===== src/rtl/nrlbd_pkg.sv =====
`timescale 1ns / 1ps

package nrlbd_pkg;

    localparam int COORD_BITS = 8;
    localparam int PIX_BITS   = 8;
    localparam int CODE_BITS  = 8;
    localparam int NIB_BITS   = 4;
    localparam int CFG_AW     = 3;
    localparam int CFG_DW     = 8;
    localparam int M_DATA_W   = 24;

    localparam logic [CFG_DW-1:0] WIDTH_RESET = 8'd128;

    typedef logic [COORD_BITS-1:0] coord_t;
    typedef logic [NIB_BITS-1:0]   nib_t;

    typedef enum logic [CFG_AW-1:0] {
        REG_IMAGE_WIDTH = 3'd0,
        REG_ORIGIN_X    = 3'd1,
        REG_ORIGIN_Y    = 3'd2,
        REG_SLIDE_MODE  = 3'd3,
        REG_SLIDE_ROW   = 3'd4
    } cfg_reg_t;

    typedef enum logic {
        ST_IDLE,
        ST_RUN
    } state_t;

endpackage


===== src/rtl/nibble_run_length_bitmap_decoder_top.sv =====
`timescale 1ns / 1ps

// nibble run-length decoder for 1-bit images
// input channel (s_): one code word per transfer; high nibble is a black run,
// low nibble a white run; s_tlast marks the final word of an image and
// returns the cursor to the top left once that word is decoded
// output channel (m_): one pixel draw per word, x and y already offset by
// the origin registers; m_tlast flags the last pixel drawn for an input word
// config port: cfg_we/cfg_addr/cfg_wdata write image_width, origin_x,
// origin_y, slide_mode and slide_row; write only while the decoder is idle
// sequence: a word is loaded while idle, then its runs are stepped one
// pixel at a time, then a closing step returns to idle; a single
// cursor step unit is reused for every pixel, and s_tready is low until
// the word is finished
// a stalled receiver holds the step unit: a pixel that must be drawn waits
// until the output register frees, slide-mode black steps never wait
// reset: synchronous, active low; clears cursor, counters and valid flags
// and loads the register defaults (width 128, everything else zero)
module nibble_run_length_bitmap_decoder_top (
    input  logic                             aclk,
    input  logic                             aresetn,
    input  logic                             s_tvalid,
    output logic                             s_tready,
    input  logic [nrlbd_pkg::CODE_BITS-1:0]  s_tdata,   // code_byte
    input  logic                             s_tlast,   // last_byte
    output logic                             m_tvalid,
    input  logic                             m_tready,
    output logic [nrlbd_pkg::M_DATA_W-1:0]   m_tdata,   // pixel_x, pixel_y, pixel_colour, zeros
    output logic                             m_tlast,   // run_end
    input  logic                             cfg_we,
    input  logic [nrlbd_pkg::CFG_AW-1:0]     cfg_addr,
    input  logic [nrlbd_pkg::CFG_DW-1:0]     cfg_wdata
);
    import nrlbd_pkg::*;

    state_t              st_reg, st_next;
    nib_t                blk_reg, blk_next;
    nib_t                wht_reg, wht_next;
    logic                last_reg, last_next;
    coord_t              col_reg, col_next;
    coord_t              row_reg, row_next;
    logic                m_tvalid_reg, m_tvalid_next;
    logic [PIX_BITS-1:0] px_reg, px_next;
    logic [PIX_BITS-1:0] py_reg, py_next;
    logic                pc_reg, pc_next;
    logic                pend_reg, pend_next;

    logic [CFG_DW-1:0]   width_reg;
    logic [CFG_DW-1:0]   org_x_reg;
    logic [CFG_DW-1:0]   org_y_reg;
    logic                slide_reg;
    logic [CFG_DW-1:0]   slide_row_reg;

    logic                out_free;
    coord_t              col_inc;
    coord_t              col_adv;
    coord_t              row_adv;
    coord_t              sum_x;
    coord_t              sum_y;

    // config registers
    always_ff @(posedge aclk) begin
        if (!aresetn) begin
            width_reg     <= WIDTH_RESET;
            org_x_reg     <= '0;
            org_y_reg     <= '0;
            slide_reg     <= 1'b0;
            slide_row_reg <= '0;
        end else if (cfg_we) begin
            case (cfg_addr)
                REG_IMAGE_WIDTH: width_reg     <= cfg_wdata;
                REG_ORIGIN_X:    org_x_reg     <= cfg_wdata;
                REG_ORIGIN_Y:    org_y_reg     <= cfg_wdata;
                REG_SLIDE_MODE:  slide_reg     <= cfg_wdata[0];
                REG_SLIDE_ROW:   slide_row_reg <= cfg_wdata;
                default: ;
            endcase
        end
    end

    // shared cursor step unit
    always_comb begin
        col_inc = col_reg + coord_t'(1);
        if (col_inc >= coord_t'(width_reg)) begin
            col_adv = '0;
            row_adv = row_reg + coord_t'(1);
        end else begin
            col_adv = col_inc;
            row_adv = row_reg;
        end
        sum_x = coord_t'(org_x_reg) + col_reg;
        sum_y = coord_t'(org_y_reg) + row_reg;
    end

    assign out_free = !m_tvalid_reg || m_tready;

    // next state
    always_comb begin
        st_next = st_reg;
        unique case (st_reg)
            ST_IDLE: begin
                if (s_tvalid) begin
                    st_next = ST_RUN;
                end
            end
            ST_RUN: begin
                if (blk_reg == '0 && wht_reg == '0) begin
                    st_next = ST_IDLE;
                end
            end
            default: st_next = ST_IDLE;
        endcase
    end

    // datapath and outputs
    always_comb begin
        s_tready      = (st_reg == ST_IDLE);
        blk_next      = blk_reg;
        wht_next      = wht_reg;
        last_next     = last_reg;
        col_next      = col_reg;
        row_next      = row_reg;
        m_tvalid_next = m_tvalid_reg;
        px_next       = px_reg;
        py_next       = py_reg;
        pc_next       = pc_reg;
        pend_next     = pend_reg;

        if (m_tvalid_reg && m_tready) begin
            m_tvalid_next = 1'b0;
        end

        unique case (st_reg)
            ST_IDLE: begin
                if (s_tvalid) begin
                    blk_next  = s_tdata[CODE_BITS-1:NIB_BITS];
                    wht_next  = s_tdata[NIB_BITS-1:0];
                    last_next = s_tlast;
                end
            end
            ST_RUN: begin
                priority if (blk_reg != '0) begin
                    if (slide_reg) begin
                        blk_next = blk_reg - nib_t'(1);
                        col_next = col_adv;
                        row_next = row_adv;
                    end else if (out_free) begin
                        m_tvalid_next = 1'b1;
                        px_next       = sum_x[PIX_BITS-1:0];
                        py_next       = sum_y[PIX_BITS-1:0];
                        pc_next       = 1'b0;
                        pend_next     = (blk_reg == nib_t'(1)) && (wht_reg == '0);
                        blk_next      = blk_reg - nib_t'(1);
                        col_next      = col_adv;
                        row_next      = row_adv;
                    end
                end else if (wht_reg != '0) begin
                    if (out_free) begin
                        m_tvalid_next = 1'b1;
                        px_next       = sum_x[PIX_BITS-1:0];
                        py_next       = sum_y[PIX_BITS-1:0];
                        pc_next       = !(slide_reg && (row_reg < coord_t'(slide_row_reg)));
                        pend_next     = (wht_reg == nib_t'(1));
                        wht_next      = wht_reg - nib_t'(1);
                        col_next      = col_adv;
                        row_next      = row_adv;
                    end
                end else begin
                    if (last_reg) begin
                        col_next = '0;
                        row_next = '0;
                    end
                end
            end
            default: ;
        endcase
    end

    always_ff @(posedge aclk) begin
        if (!aresetn) begin
            st_reg       <= ST_IDLE;
            blk_reg      <= '0;
            wht_reg      <= '0;
            last_reg     <= 1'b0;
            col_reg      <= '0;
            row_reg      <= '0;
            m_tvalid_reg <= 1'b0;
        end else begin
            st_reg       <= st_next;
            blk_reg      <= blk_next;
            wht_reg      <= wht_next;
            last_reg     <= last_next;
            col_reg      <= col_next;
            row_reg      <= row_next;
            m_tvalid_reg <= m_tvalid_next;
        end
    end

    always_ff @(posedge aclk) begin
        px_reg   <= px_next;
        py_reg   <= py_next;
        pc_reg   <= pc_next;
        pend_reg <= pend_next;
    end

    assign m_tvalid = m_tvalid_reg;
    assign m_tlast  = pend_reg;
    assign m_tdata  = {{(M_DATA_W - 2 * PIX_BITS - 1){1'b0}}, pc_reg, py_reg, px_reg};

    // checks
    a_busy_after_accept: assert property (@(posedge aclk) disable iff (!aresetn)
        s_tvalid && s_tready |=> !s_tready)
        else $error("decoder ready right after taking a word");

    a_idle_counts_clear: assert property (@(posedge aclk) disable iff (!aresetn)
        st_reg == ST_IDLE |-> blk_reg == '0 && wht_reg == '0)
        else $error("run counters left over in idle");

    a_last_resets_cursor: assert property (@(posedge aclk) disable iff (!aresetn)
        st_reg == ST_RUN && blk_reg == '0 && wht_reg == '0 && last_reg
        |=> col_reg == '0 && row_reg == '0)
        else $error("cursor not returned after final word");

endmodule


===== config.mk =====
export PLATFORM = sky130hd
export DESIGN_NAME = nibble_run_length_bitmap_decoder_top
export DESIGN_NICKNAME = d
export VERILOG_FILES = /design/src/rtl/nrlbd_pkg.sv /design/src/rtl/nibble_run_length_bitmap_decoder_top.sv
export SDC_FILE = /design/constraint.sdc
export NUM_CORES = 1
export LEC_CHECK = 0
export ABC_AREA = 1
export BUFFER_PORTS_ARGS = -buffer_cell sky130_fd_sc_hd__buf_2
export CORE_UTILIZATION = 45
export CTS_BUF_LIST = sky130_fd_sc_hd__clkbuf_16
export CTS_CLUSTER_DIAMETER = 100
export CTS_CLUSTER_SIZE = 8
export DETAILED_ROUTE_END_ITERATION = 6
export PLACE_DENSITY_LB_ADDON = 0.05
export SYNTH_ARGS = -nofsm -noshare
export SYNTH_HDL_FRONTEND = slang
export SYNTH_SLANG_ARGS = --single-unit

===== constraint.sdc =====
create_clock -name aclk -period 2.6 [get_ports aclk]
set_input_delay 0.26 -clock aclk [delete_from_list [all_inputs] [get_ports aclk]]
set_output_delay 0.26 -clock aclk [all_outputs]
set_load 0.01 [all_outputs]

# After elaboration in Yosys (flattened, before gate mapping)
# Index checks and enable logic that the tools add are counted.
# op_classes
add_sub_neg,6
n_shift,0
n_div,0
multipliers,0
n_lt_le_gt_ge,2
n_bitwise,1
n_mux,48
n_reduce_logical,25
eq_ne,13
# op_table
operator,n
$mux W8,19
$mux W4,8
$mux W1,18
$add A8 B1 Y8 const B,2
$add A8 B8 Y8,2
$pmux W4 S2,2
$reduce_and A2 Y1,7
$eq A4 B1 Y1 const B,2
$ge A8 B8 Y1,1
$logic_not A4 Y1,2
$lt A8 B8 Y1,1
$reduce_and A4 Y1,2
$reduce_bool A4 Y1,2
$sub A4 B1 Y4 const B,2
$eq A3 B2 Y1 const B,2
$ne A2 B1 Y1 const B,3
$ne A2 B2 Y1 const B,3
$reduce_and A3 Y1,2
$logic_and A1 B1 Y1,4
$eq A3 B1 Y1 const B,1
$eq A3 B3 Y1 const B,1
$logic_not A3 Y1,1
$ne A3 B1 Y1 const B,1
$reduce_bool A3 Y1,1
other kinds (5),6
# totals
regBits,78
output_inout_bits,27
word_cells,111
latchBits,0
n_memories,0
in_bits,25
mem_bits_ro,0
mem_bits_rw,0

# Depth between registers and ports, before layout
# Gate-level depths: netlist of run 1.
# depth
ltp_word,6
depth_mapped,15
mapped_depth_nobuf,15

# Worst setup path before layout of run 1
# OpenSTA, ideal clock, no wires.
# synth_timing
path_kind,reg2reg
from,register wht_reg[0]
to,"register pend_reg, in the netlist m_tlast (enable)"
setup_ns,0.399
t_arrival_ns,2.047
path_stages_with_launch,10
n_path_buf,0
synth_period_minus_slack_ns,2.446
path_slack_ns,0.154
path_cell_list,dfxtp_1 inv_1 ha_1 inv_1 nor2_2 nand2_2 nor2_2 nor2_1 o21ai_0 a21oi_1
# synth_between
elab_chain_cells,3
# synth_rtl
element,line,source
"start, declared",nibble_run_length_bitmap_decoder_top.sv:38,"nib_t wht_reg, wht_next;"
"start signal, assigned",nibble_run_length_bitmap_decoder_top.sv:191,wht_reg <= wht_next;
$reduce_bool A4 Y1,nibble_run_length_bitmap_decoder_top.sv:157,end else if (wht_reg != '0) begin
$reduce_bool A2 Y1 (no line),--,
$reduce_and A4 Y1 (no line),--,
"end signal, assigned",nibble_run_length_bitmap_decoder_top.sv:203,pend_reg <= pend_next;
"end, declared",nibble_run_length_bitmap_decoder_top.sv:46,"logic pend_reg, pend_next;"
# No other way between the ends.
# A chain may end at the register's enable or synchronous reset.

# Worst setup path in the final report of run 1
# layout_timing
from,register col_reg[1]
to,register col_reg[4]
# layout_between
elab_chain_cells,6
elab_cells_between_ends,7
# layout_rtl
element,line,source
"start, declared",nibble_run_length_bitmap_decoder_top.sv:40,"coord_t col_reg, col_next;"
"start signal, assigned",nibble_run_length_bitmap_decoder_top.sv:193,col_reg <= col_next;
$add A8 B1 Y8 *,nibble_run_length_bitmap_decoder_top.sv:83,col_inc = col_reg + coord_t'(1);
$ge A8 B8 Y1,nibble_run_length_bitmap_decoder_top.sv:84,if (col_inc >= coord_t'(width_reg)) begin
$mux W8 *,nibble_run_length_bitmap_decoder_top.sv:84,
$mux W8,"nibble_run_length_bitmap_decoder_top.sv:147, nibble_run_length_bitmap_decoder_top.sv:158",
"$mux W8, on equally long branches","nibble_run_length_bitmap_decoder_top.sv:157, nibble_run_length_bitmap_decoder_top.sv:143",
$mux W8 *,nibble_run_length_bitmap_decoder_top.sv:142,priority if (blk_reg != '0) begin
# Every way passes the cells marked *; elsewhere a longest branch is shown, timed or not.

==> summary.md, run 1 <==
| Metric | Value |
|---|---|
| Most congested layer reported by global routing | `met2` |
| Die span in x | `100 um` |
| Wire length reported by the detailed router | `9620 um` |
| Number of clock sinks | `78` |
| Critical Setup Path Class | `register to register` |
| Vias/cell | `4.88` |
| TNS Setup | `0 ns` |
| Category of the worst setup path capture point | `register` |
| Slew of the pin with the lowest slew margin | `0.593 ns` |
| Worst IR drop on VDD | `393 uV` |
| EDFF count, synth | `18` |
| Netlist cell types | `39` |
| Clock transition time at the flip-flop clock pins of the worst setup and hold paths | `0.07 ns` |
| Count of routing violations after the opening detailed-route iteration | `110` |
| Antenna diode count | `0` |
| Gpl congestion | `0.835` |
| Seq/Total Area, Yosys | `0.403` |
| Final setup violating endpoints | `0` |
| Wire length of the first global-routing pass | `15800 um` |
| Unrepaired setup endpoints after global routing | `false` |
| Number of levels the H-tree was split into | `3` |
| Boundary pin count | `52` |
| Cells along the critical path | `ha_1 > nand3_1 > nand3b_1 > xnor2_2 > ha_1 > nand2_1 > o21a_1 > nand3_4 > nor2_4 > nand2_1 > a21oi_1` |
| Max FO, Critical Path | `9` |
| Total number of placement rows | `35` |
| Required arrival time at the worst endpoint | `2.86 ns` |
| TritonCTS buffer count | `9` |
| Detailed-route DRC error count | `0` |
| Buffers and inverters on the worst path | `0` |
| Pin count of the biggest net entering global routing | `42` |
| Number of maximum-capacitance violations | `0` |
| Cell count after synthesis | `541` |
| Finished Core Util | `0.532` |
| Post-layout power | `3.04 mW` |
| Detailed-route via count | `3515` |
| Clock latency of the later-clocked register in the worst-skew pair | `0.33 ns` |
| Dominant cells by area after synthesis | `sky130_fd_sc_hd__dfxtp_1 (28%), sky130_fd_sc_hd__edfxtp_1 (13%), sky130_fd_sc_hd__ha_1 (10%)` |
| Mean Syn Cell Area | `7.99 sq um` |
| Critical path's largest stage delay | `0.41 ns` |
| Effective utilization at floorplan | `0.466` |
| Number of warnings printed during yosys synthesis | `0` |
| Drt pass-1 iters | `4` |
| Routing usage on met3 | `0.0299` |
| Final net count | `649` |
| Setup skew after layout | `0.0107 ns` |
| Post-synth top flop | `sky130_fd_sc_hd__dfxtp_1` |
| Tcrit/Tclk final | `0.912` |
| Pins Over Slew Limit | `0` |
| Vias in the first global route | `3247` |
| Cell area after synthesis | `0.00432 sq mm` |
| Placeable Area | `0.00928 sq mm` |
| Number of antenna violations at the first check in global routing | `0` |
| Worst hold path type | `input pin to register` |
| Clock root buffer | `sky130_fd_sc_hd__clkbuf_16` |
| Post-synth top area share | `0.278` |
| Post-Route Hold Slack | `0.179 ns` |
| Period minus WS final | `2.37 ns` |
| Area delta synth->final | `14.2%` |
| List of most frequent post-synthesis cells | `sky130_fd_sc_hd__nand2_1 (81), sky130_fd_sc_hd__inv_1 (71), sky130_fd_sc_hd__a21oi_1 (61), sky130_fd_sc_hd__dfxtp_1 (60)` |
| Data arrival time at the worst-slack endpoint | `2.63 ns` |
| Global Route met1 Usage | `0.293` |
| Fraction of met2 tracks used by global routing | `0.328` |
| Residual antenna-violating net count after detailed routing | `0` |
| Cell type contributing the most total cell area after synthesis | `sky130_fd_sc_hd__dfxtp_1` |
| Startpoint type of the worst setup path | `register` |
| Count of input and output buffers | `44` |
| Relative slew slack | `0.604` |
| Total congestion overflow after global routing | `0` |
| Bufs on Longest Clock Path | `2` |
| Area of the die | `0.0100 sq mm` |
| F_max | `422 MHz` |
| TritonCTS clock tree | `built` |
| Family of cells with the greatest summed delay on the critical path | `simple AND/OR/NAND/NOR gates` |
| Total power density per cell area | `615 mW/mm^2` |
| Routed length per instance | `13.3 um` |
| Post-synthesis register bit count | `78` |
| Outcome | `completed` |
| Share of final-layout standard cells stronger than drive strength 1 | `0.154` |
| Lkg Pwr | `2.19 nW` |
| Die span in y | `100 um` |
| Postcts setup bufs | `0` |
| Worst path slowest cell | `sky130_fd_sc_hd__dfxtp_1` |
| Combined global-route utilization of all metal layers | `0.206` |
| Share of synthesized flip-flops with an asynchronous set or reset | `0` |
| Placed wire-length estimate | `7210 um` |
| Top-count cell post-synth | `sky130_fd_sc_hd__nand2_1` |
| Final count of hold timing violations | `0` |
[layer usage]
layer | routed length (um) | up-vias
li1 | - | 1860
met1 | 4890 | 1589
met2 | 4250 | 58
met3 | 396 | 8
met4 | 85 | 0
met5 | 0 | -
[tightest hold or removal path, delay by kind of cell]
kind	cells	cell delay, ns
buffers and inverters	1	0.07
AO/OA/AOI/OAI	1	0.07
AND/OR/NAND/NOR	1	0.07
[per-stage QoR]
stage          cell area (sq um)  setup WS, ns  cells
2_1_floorplan               4350         0.154    547
3_3_place_gp                4640         0.236    705
3_5_place_dp                4640         0.112    705
4_1_cts                     4920         0.111    721
5_1_grt                     4940        0.0105    721
6_report                    4940         0.229    721
[what timing repair did]
action	4_1_cts	5_1_grt
setup endpoints to repair	0	9
hold buffers	0	0
gates resized for setup	0	3
endpoints found under the hold margin	0	0
[worst paths after layout]
kind | startpoint | endpoint | slack [ns] | cells past startpoint
hold reg to reg | slide_row_reg[0]$_SDFFE_PN0P_ | slide_row_reg[0]$_SDFFE_PN0P_ | 0.45 | 2
hold / removal | s_tlast | last_reg$_SDFFE_PN0P_ | 0.18 | 3
setup / recovery | col_reg[1]$_SDFFE_PN0P_ | col_reg[4]$_SDFFE_PN0P_ | 0.23 | 11
setup reg to reg | col_reg[1]$_SDFFE_PN0P_ | col_reg[4]$_SDFFE_PN0P_ | 0.23 | 11
[where the power goes]
part	switching [mW]	total, mW	internal [mW]
logic	0.329	0.496	0.167
clock network	0.526	1.18	0.656
registers	0.0365	1.36	1.32
total	0.892	3.04	2.15
[layout make-up]
cell class	instances	area (sq um)
clock buffer	9	225
fill	931	4350
timing repair buffer	47	243
inverter	76	287
multi-input combinational	375	2220
tap	129	161
sequential	78	1740
clock inverter	7	55.1
[kinds of logic (layout without fill, tap and decap cells)]
logic type | Yosys count | count (layout) | share of synthesized area
AOI/OAI and AO/OA | 133 | 133 | 0.164
xor gates and xnor gates | 21 | 21 | 0.0425
adders and majority gates | 37 | 37 | 0.111
buffers and inverters | 94 | 139 | 0.0917
DFF | 78 | 78 | 0.403
other | 1 | 7 | 0.000867
and+or+nand+nor | 177 | 177 | 0.187
[placed cells by master (no fill, tap or decap), types with 5 or more instances in the layout]
cell type                    n
sky130_fd_sc_hd__nand2_1    80
sky130_fd_sc_hd__inv_1      71
sky130_fd_sc_hd__a21oi_1    60
sky130_fd_sc_hd__dfxtp_1    60
sky130_fd_sc_hd__o21ai_0    52
sky130_fd_sc_hd__nor2_1     51
sky130_fd_sc_hd__buf_2      44
sky130_fd_sc_hd__ha_1       35
sky130_fd_sc_hd__nand3_1    23
sky130_fd_sc_hd__edfxtp_1   18
sky130_fd_sc_hd__xor2_1     11
sky130_fd_sc_hd__xnor2_1     9
sky130_fd_sc_hd__clkbuf_16   9
sky130_fd_sc_hd__conb_1      7
sky130_fd_sc_hd__o21a_1      5
Note: power is estimated with default switching activity, not from simulation.
==> inputs of run 2 (changes only) <==
--- a/config.mk
+++ b/config.mk
@@ -8,11 +8,12 @@
 export ABC_AREA = 1
 export BUFFER_PORTS_ARGS = -buffer_cell sky130_fd_sc_hd__buf_2
 export CORE_UTILIZATION = 45
-export CTS_BUF_LIST = sky130_fd_sc_hd__clkbuf_16
+export CTS_BUF_LIST = sky130_fd_sc_hd__clkbuf_2
 export CTS_CLUSTER_DIAMETER = 100
-export CTS_CLUSTER_SIZE = 8
+export CTS_CLUSTER_SIZE = 20
 export DETAILED_ROUTE_END_ITERATION = 6
 export PLACE_DENSITY_LB_ADDON = 0.05
+export RECOVER_POWER = 25
 export SYNTH_ARGS = -nofsm -noshare
 export SYNTH_HDL_FRONTEND = slang
 export SYNTH_SLANG_ARGS = --single-unit
==> run 2 against run 1 <==
Combinational power about the same; final cell count increased by 0.69%; die area unchanged; first-iteration DRC count decreased by 2.7%; flip-flop and latch count unchanged; critical endpoint unchanged; largest cell class unchanged; largest power group unchanged.
==> summary.md, run 2 (synthesized netlist as in run 1, its figures left out) <==
| Metric | Value |
|---|---|
| Outcome | `completed` |
| Final net count | `654` |
| TritonCTS buffer count | `9` |
| Count of input and output buffers | `44` |
| Post-layout power | `2.47 mW` |
| Share of final-layout standard cells stronger than drive strength 1 | `0.151` |
| Critical Setup Path Class | `register to register` |
| Data arrival time at the worst-slack endpoint | `2.82 ns` |
| Residual antenna-violating net count after detailed routing | `0` |
| Wire length of the first global-routing pass | `15700 um` |
| Worst IR drop on VDD | `280 uV` |
| Detailed-route via count | `3547` |
| Internal power consumption | `1.63 mW` |
| Placed wire-length estimate | `7210 um` |
| Gpl congestion | `0.835` |
| Total power density per cell area | `514 mW/mm^2` |
| Final count of hold timing violations | `0` |
| Final setup violating endpoints | `0` |
| Detailed-route DRC error count | `0` |
| Placeable Area | `0.00928 sq mm` |
| Total congestion overflow after global routing | `0` |
| Combinational fraction of design power | `0.202` |
| Most common cell after layout, fill and taps aside | `sky130_fd_sc_hd__nand2_1` |
| Place WS | `0.112 ns` |
| Worst path slowest cell | `sky130_fd_sc_hd__dfxtp_2` |
| Post-Route Hold Slack | `0.0451 ns` |
| TritonCTS clock tree | `built` |
| Lkg Pwr | `2.13 nW` |
| Pins Over Slew Limit | `0` |
| Wire length reported by the detailed router | `9600 um` |
| Combined global-route utilization of all metal layers | `0.205` |
| Number of maximum-capacitance violations | `0` |
| Final Non-Filler Cells | `726` |
| Pin count of the biggest net entering global routing | `42` |
| Relative slew slack | `0.589` |
| Family of cells with the greatest summed delay on the critical path | `simple AND/OR/NAND/NOR gates` |
| Category of the worst setup path capture point | `register` |
| Number of cells on the worst reg-to-reg path | `11` |
| Clock transition time at the flip-flop clock pins of the worst setup and hold paths | `0.26 ns` |
| Worst Setup Slack, final | `0.245 ns` |
| Most frequent cells in the layout | `sky130_fd_sc_hd__nand2_1 (80), sky130_fd_sc_hd__inv_1 (71), sky130_fd_sc_hd__a21oi_1 (60)` |
| Worst hold path type | `input pin to register` |
| Relative contribution of sequential cells to total power | `0.551` |
| Vias in the first global route | `3249` |
| Worst setup path endpoint | `col_reg[4]$_SDFFE_PN0P_` |
| Unrepaired setup endpoints after global routing | `false` |
| Total number of placement rows | `35` |
| Endpoint of the lowest-slack register-to-register path | `col_reg[4]$_SDFFE_PN0P_` |
| Vias/cell | `4.89` |
| Drt pass-1 iters | `4` |
| Max FO, Critical Path | `9` |
| Placed Cells incl. Taps | `705` |
| Effective utilization at floorplan | `0.466` |
| Area of the die | `0.0100 sq mm` |
| Setup skew after layout | `0.0329 ns` |
| Clock root buffer | `sky130_fd_sc_hd__clkbuf_2` |
| Die span in y | `100 um` |
| Period minus WS final | `2.35 ns` |
| Count of routing violations after the opening detailed-route iteration | `107` |
| Antenna diode count | `0` |
| Flop2flop setup slack | `0.25 ns` |
| TNS Setup | `0 ns` |
| Filler cells | `953` |
| Tcrit/Tclk final | `0.906` |
| Routed length per instance | `13.2 um` |
| Buffers and inverters on the worst path | `0` |
| Share of total power in the clock network | `0.247` |
| Number of clock sinks | `78` |
| Switching part of the total power | `0.339` |
| Number of antenna violations at the first check in global routing | `0` |
| Critical path's largest stage delay | `0.43 ns` |
| Number of logic stages on the critical path including buffering | `11` |
| Slew of the pin with the lowest slew margin | `0.616 ns` |
| Clock latency of the later-clocked register in the worst-skew pair | `0.52 ns` |
| Area delta synth->final | `11.1%` |
| F_max | `425 MHz` |
| Required arrival time at the worst endpoint | `3.06 ns` |
| First element of the critical path | `col_reg[1]$_SDFFE_PN0P_` |
| Boundary pin count | `52` |
| Startpoint type of the worst setup path | `register` |
| Bufs on Longest Clock Path | `2` |
| Switching power total | `0.837 mW` |
| Cells along the critical path | `ha_1 > nand3_1 > nand3b_1 > xnor2_2 > ha_1 > nand2_1 > o21a_1 > nand3_4 > nor2_4 > nand2_1 > a21oi_1` |
| Launching point of the worst reg2reg path | `col_reg[1]$_SDFFE_PN0P_` |
| Number of levels the H-tree was split into | `3` |
| Die span in x | `100 um` |
-- run 2: how the worst min path moves through the flow --
stage                     cells past startpoint                          start  slack, ns                             to
after floorplan                               2                   cfg_wdata[7]       0.39      width_reg[7]$_SDFFE_PN1P_
after global placement                        2  slide_row_reg[0]$_SDFFE_PN0P_       0.43  slide_row_reg[0]$_SDFFE_PN0P_
after detailed placement                      2  slide_row_reg[0]$_SDFFE_PN0P_       0.44  slide_row_reg[0]$_SDFFE_PN0P_
after CTS                                     3                     s_tdata[7]      0.002        blk_reg[3]$_SDFFE_PN0P_
after global routing                          3                   cfg_wdata[2]       0.02      org_y_reg[2]$_SDFFE_PN0P_
final                                         3                     s_tdata[7]       0.05        blk_reg[3]$_SDFFE_PN0P_
-- run 2: worst register-to-register path: cells and delay by family, from the launching register on --
family / cells / cell delay [ns]
and+or+nand+nor: 6 / 0.86
adders and majority gates: 2 / 0.45
DFF: 1 / 0.43
AOI/OAI and AO/OA: 2 / 0.36
xor gates and xnor gates: 1 / 0.20
-- run 2: power by group through the flow --
stage | clock network, mW | registers (mW) | logic [mW]
floorplan | 0 | 1.40 | 0.350
global placement | 0 | 1.38 | 0.493
detailed placement | 0 | 1.39 | 0.498
CTS | 0.630 | 1.36 | 0.506
global route | 0.678 | 1.37 | 0.574
finish | 0.609 | 1.36 | 0.499
-- run 2: metal layers --
metal	track usage	routed length (um)	vias to the layer above
met5	0	0	-
met4	0.0635	63	0
met3	0.0258	294	7
met2	0.326	4270	62
met1	0.292	4980	1608
li1	-	-	1870
-- run 2: area by class of cell --
type,instances,area [sq um],area share
inverters,76,287,0.0597
clock buffers,9,45.0,0.00938
repair buffers,52,290,0.0604
well taps,129,161,0.0336
flip-flops and latches,78,1740,0.363
multi-input cells,375,2220,0.462
clock inverters,7,55.1,0.0115
-- run 2: per-stage QoR --
| stage | util | area [sq um] |
|---|---|---|
| 2_1_floorplan | - | 4350 |
| 3_3_place_gp | 0.500 | 4640 |
| 3_5_place_dp | 0.500 | 4640 |
| 4_1_cts | 0.516 | 4790 |
| 5_1_grt | 0.517 | 4800 |
| 6_report | 0.517 | 4800 |
-- run 2: what timing repair did --
item / 4_1_cts / 5_1_grt
setup buffers: 0 / 0
hold endpoints to repair: 7 / 0
resized for setup: 0 / 5
hold buffers: 5 / 0
endpoints found under the setup margin: 0 / 15
==> inputs of run 3 (changes only) <==
--- a/config.mk
+++ b/config.mk
@@ -7,11 +7,14 @@
 export LEC_CHECK = 0
 export ABC_AREA = 1
 export BUFFER_PORTS_ARGS = -buffer_cell sky130_fd_sc_hd__buf_2
-export CORE_UTILIZATION = 45
+export CELL_PAD_IN_SITES_DETAIL_PLACEMENT = 0
+export CELL_PAD_IN_SITES_GLOBAL_PLACEMENT = 1
+export CORE_UTILIZATION = 41
 export CTS_BUF_LIST = sky130_fd_sc_hd__clkbuf_2
 export CTS_CLUSTER_DIAMETER = 100
 export CTS_CLUSTER_SIZE = 20
 export DETAILED_ROUTE_END_ITERATION = 6
+export HOLD_SLACK_MARGIN = 0.02
 export PLACE_DENSITY_LB_ADDON = 0.05
 export RECOVER_POWER = 25
 export SYNTH_ARGS = -nofsm -noshare
==> run 3 against run 2 <==
Core utilization down 3.9 points; highest routed layer unchanged; combinational power is 5.6% higher; design area grew 2.4%.
==> summary.md, run 3 (synthesized netlist as in run 1, its figures left out) <==
| Metric | Value |
|---|---|
| Vias in the first global route | `3322` |
| Placed wire-length estimate | `7240 um` |
| Gpl congestion | `0.788` |
| Detailed-route via count | `3610` |
| Residual antenna-violating net count after detailed routing | `0` |
| Total power density per cell area | `537 mW/mm^2` |
| Startpoint type of the worst setup path | `register` |
| Most frequent cells in the layout | `sky130_fd_sc_hd__nand2_1 (80), sky130_fd_sc_hd__inv_1 (72), sky130_fd_sc_hd__a21oi_1 (60)` |
| Worst IR drop on VDD | `308 uV` |
| Final Non-Filler Cells | `739` |
| Total congestion overflow after global routing | `0` |
| Drt pass-1 iters | `4` |
| Antenna diode count | `0` |
| Lkg Pwr | `2.18 nW` |
| Data arrival time at the worst-slack endpoint | `2.78 ns` |
| Count of input and output buffers | `44` |
| Finished Core Util | `0.479` |
| Boundary pin count | `52` |
| Number of antenna violations at the first check in global routing | `0` |
| Tcrit/Tclk final | `0.899` |
| Wire length of the first global-routing pass | `16400 um` |
| Effective utilization at floorplan | `0.421` |
| Bufs on Longest Clock Path | `2` |
| Filler cells | `1082` |
| Pin count of the biggest net entering global routing | `45` |
| Clock root buffer | `sky130_fd_sc_hd__clkbuf_2` |
| TNS Setup | `0 ns` |
| Period minus WS final | `2.34 ns` |
| TritonCTS buffer count | `9` |
| Count of routing violations after the opening detailed-route iteration | `144` |
| Area delta synth->final | `13.8%` |
| Hold Path Stages | `3` |
| Unrepaired setup endpoints after global routing | `false` |
| Final count of hold timing violations | `0` |
| Combined global-route utilization of all metal layers | `0.193` |
| Setup skew after layout | `0.0300 ns` |
| F_max | `428 MHz` |
| Required arrival time at the worst endpoint | `3.04 ns` |
| Placeable Area | `0.0103 sq mm` |
| Vias/cell | `4.88` |
| Die span in x | `105 um` |
| Slew of the pin with the lowest slew margin | `0.650 ns` |
| Final net count | `660` |
| Pins Over Slew Limit | `0` |
| Share of final-layout standard cells stronger than drive strength 1 | `0.151` |
| Max FO, Critical Path | `5` |
| TritonCTS clock tree | `built` |
| Final setup violating endpoints | `0` |
| Number of maximum-capacitance violations | `0` |
| Category of the worst setup path capture point | `register` |
| Area of the die | `0.0110 sq mm` |
| Number of clock sinks | `78` |
| Placed Cells incl. Taps | `713` |
| Worst hold path type | `input pin to register` |
| Detailed-route DRC error count | `0` |
| Number of levels the H-tree was split into | `3` |
| Critical Setup Path Class | `register to register` |
| Outcome | `completed` |
| Die span in y | `105 um` |
| Clock latency of the later-clocked register in the worst-skew pair | `0.52 ns` |
| Relative slew slack | `0.566` |
| Number of cells on the worst reg-to-reg path | `11` |
| Most common cell after layout, fill and taps aside | `sky130_fd_sc_hd__nand2_1` |
| Clock transition time at the flip-flop clock pins of the worst setup and hold paths | `0.22 ns` |
| Total number of placement rows | `37` |
| Postcts setup bufs | `0` |
| Wire length reported by the detailed router | `9990 um` |
| Routed length per instance | `13.5 um` |
==> run 3: metal layers <==
layer / wire length [um] / up-vias / track usage
li1: - / 1890 / -
met1: 4780 / 1649 / 0.243
met2: 4750 / 56 / 0.327
met3: 275 / 15 / 0.0374
met4: 183 / 0 / 0.0704
met5: 0 / - / 0
==> run 3: timing repair <==
action,in CTS,in global routing
hold endpoints to repair,11,1
gates resized for setup,0,9
hold buffers,8,1
setup endpoints to repair,0,16
==> run 3: stage by stage <==
stage	setup WS, ns	total power [mW]	cell area (sq um)	hold slack [ns]
2_1_floorplan	0.154	1.75	4350	0.390
3_3_place_gp	0.271	1.89	4670	0.436
3_5_place_dp	0.223	1.89	4670	0.446
4_1_cts	0.162	2.67	4880	0.0326
5_1_grt	0.0301	2.79	4920	0.0228
6_report	0.263	2.64	4920	0.0630
==> run 3: worst paths after layout <==
path / start / end / slack (ns)
worst min-delay path: cfg_wdata[4] / org_y_reg[4]$_SDFFE_PN0P_ / 0.06
worst max register to register: col_reg[1]$_SDFFE_PN0P_ / col_reg[4]$_SDFFE_PN0P_ / 0.26
worst max-delay path: col_reg[1]$_SDFFE_PN0P_ / col_reg[4]$_SDFFE_PN0P_ / 0.26
worst min register to register: slide_row_reg[0]$_SDFFE_PN0P_ / slide_row_reg[0]$_SDFFE_PN0P_ / 0.47
==> run 3: layout make-up <==
| type | instances | area [sq um] | share of cell area |
|---|---|---|---|
| Inverter | 76 | 287 | 0.0583 |
| Sequential cell | 78 | 1750 | 0.356 |
| Clock buffer | 11 | 55.1 | 0.0112 |
| Tap cell | 136 | 170 | 0.0346 |
| Multi-Input combinational cell | 376 | 2230 | 0.454 |
| Timing Repair Buffer | 57 | 348 | 0.0707 |
| Clock inverter | 5 | 76.3 | 0.0155 |
==> run 3: worst max-delay path: stages (launching register included) <==
cell	delay, ns
sky130_fd_sc_hd__dfxtp_4	0.42
sky130_fd_sc_hd__ha_1	0.18
sky130_fd_sc_hd__nand3_1	0.12
sky130_fd_sc_hd__nand3b_1	0.23
sky130_fd_sc_hd__xnor2_2	0.20
sky130_fd_sc_hd__ha_1	0.26
sky130_fd_sc_hd__nand2_1	0.09
sky130_fd_sc_hd__o21a_1	0.23
sky130_fd_sc_hd__nand3_4	0.15
sky130_fd_sc_hd__nor2_4	0.21
sky130_fd_sc_hd__nand2_1	0.07
sky130_fd_sc_hd__a21oi_1	0.11
==> run 3: power by group <==
group          internal (mW)  switching (mW)
Sequential              1.32          0.0358
Combinational          0.183           0.344
Clock                  0.322           0.433
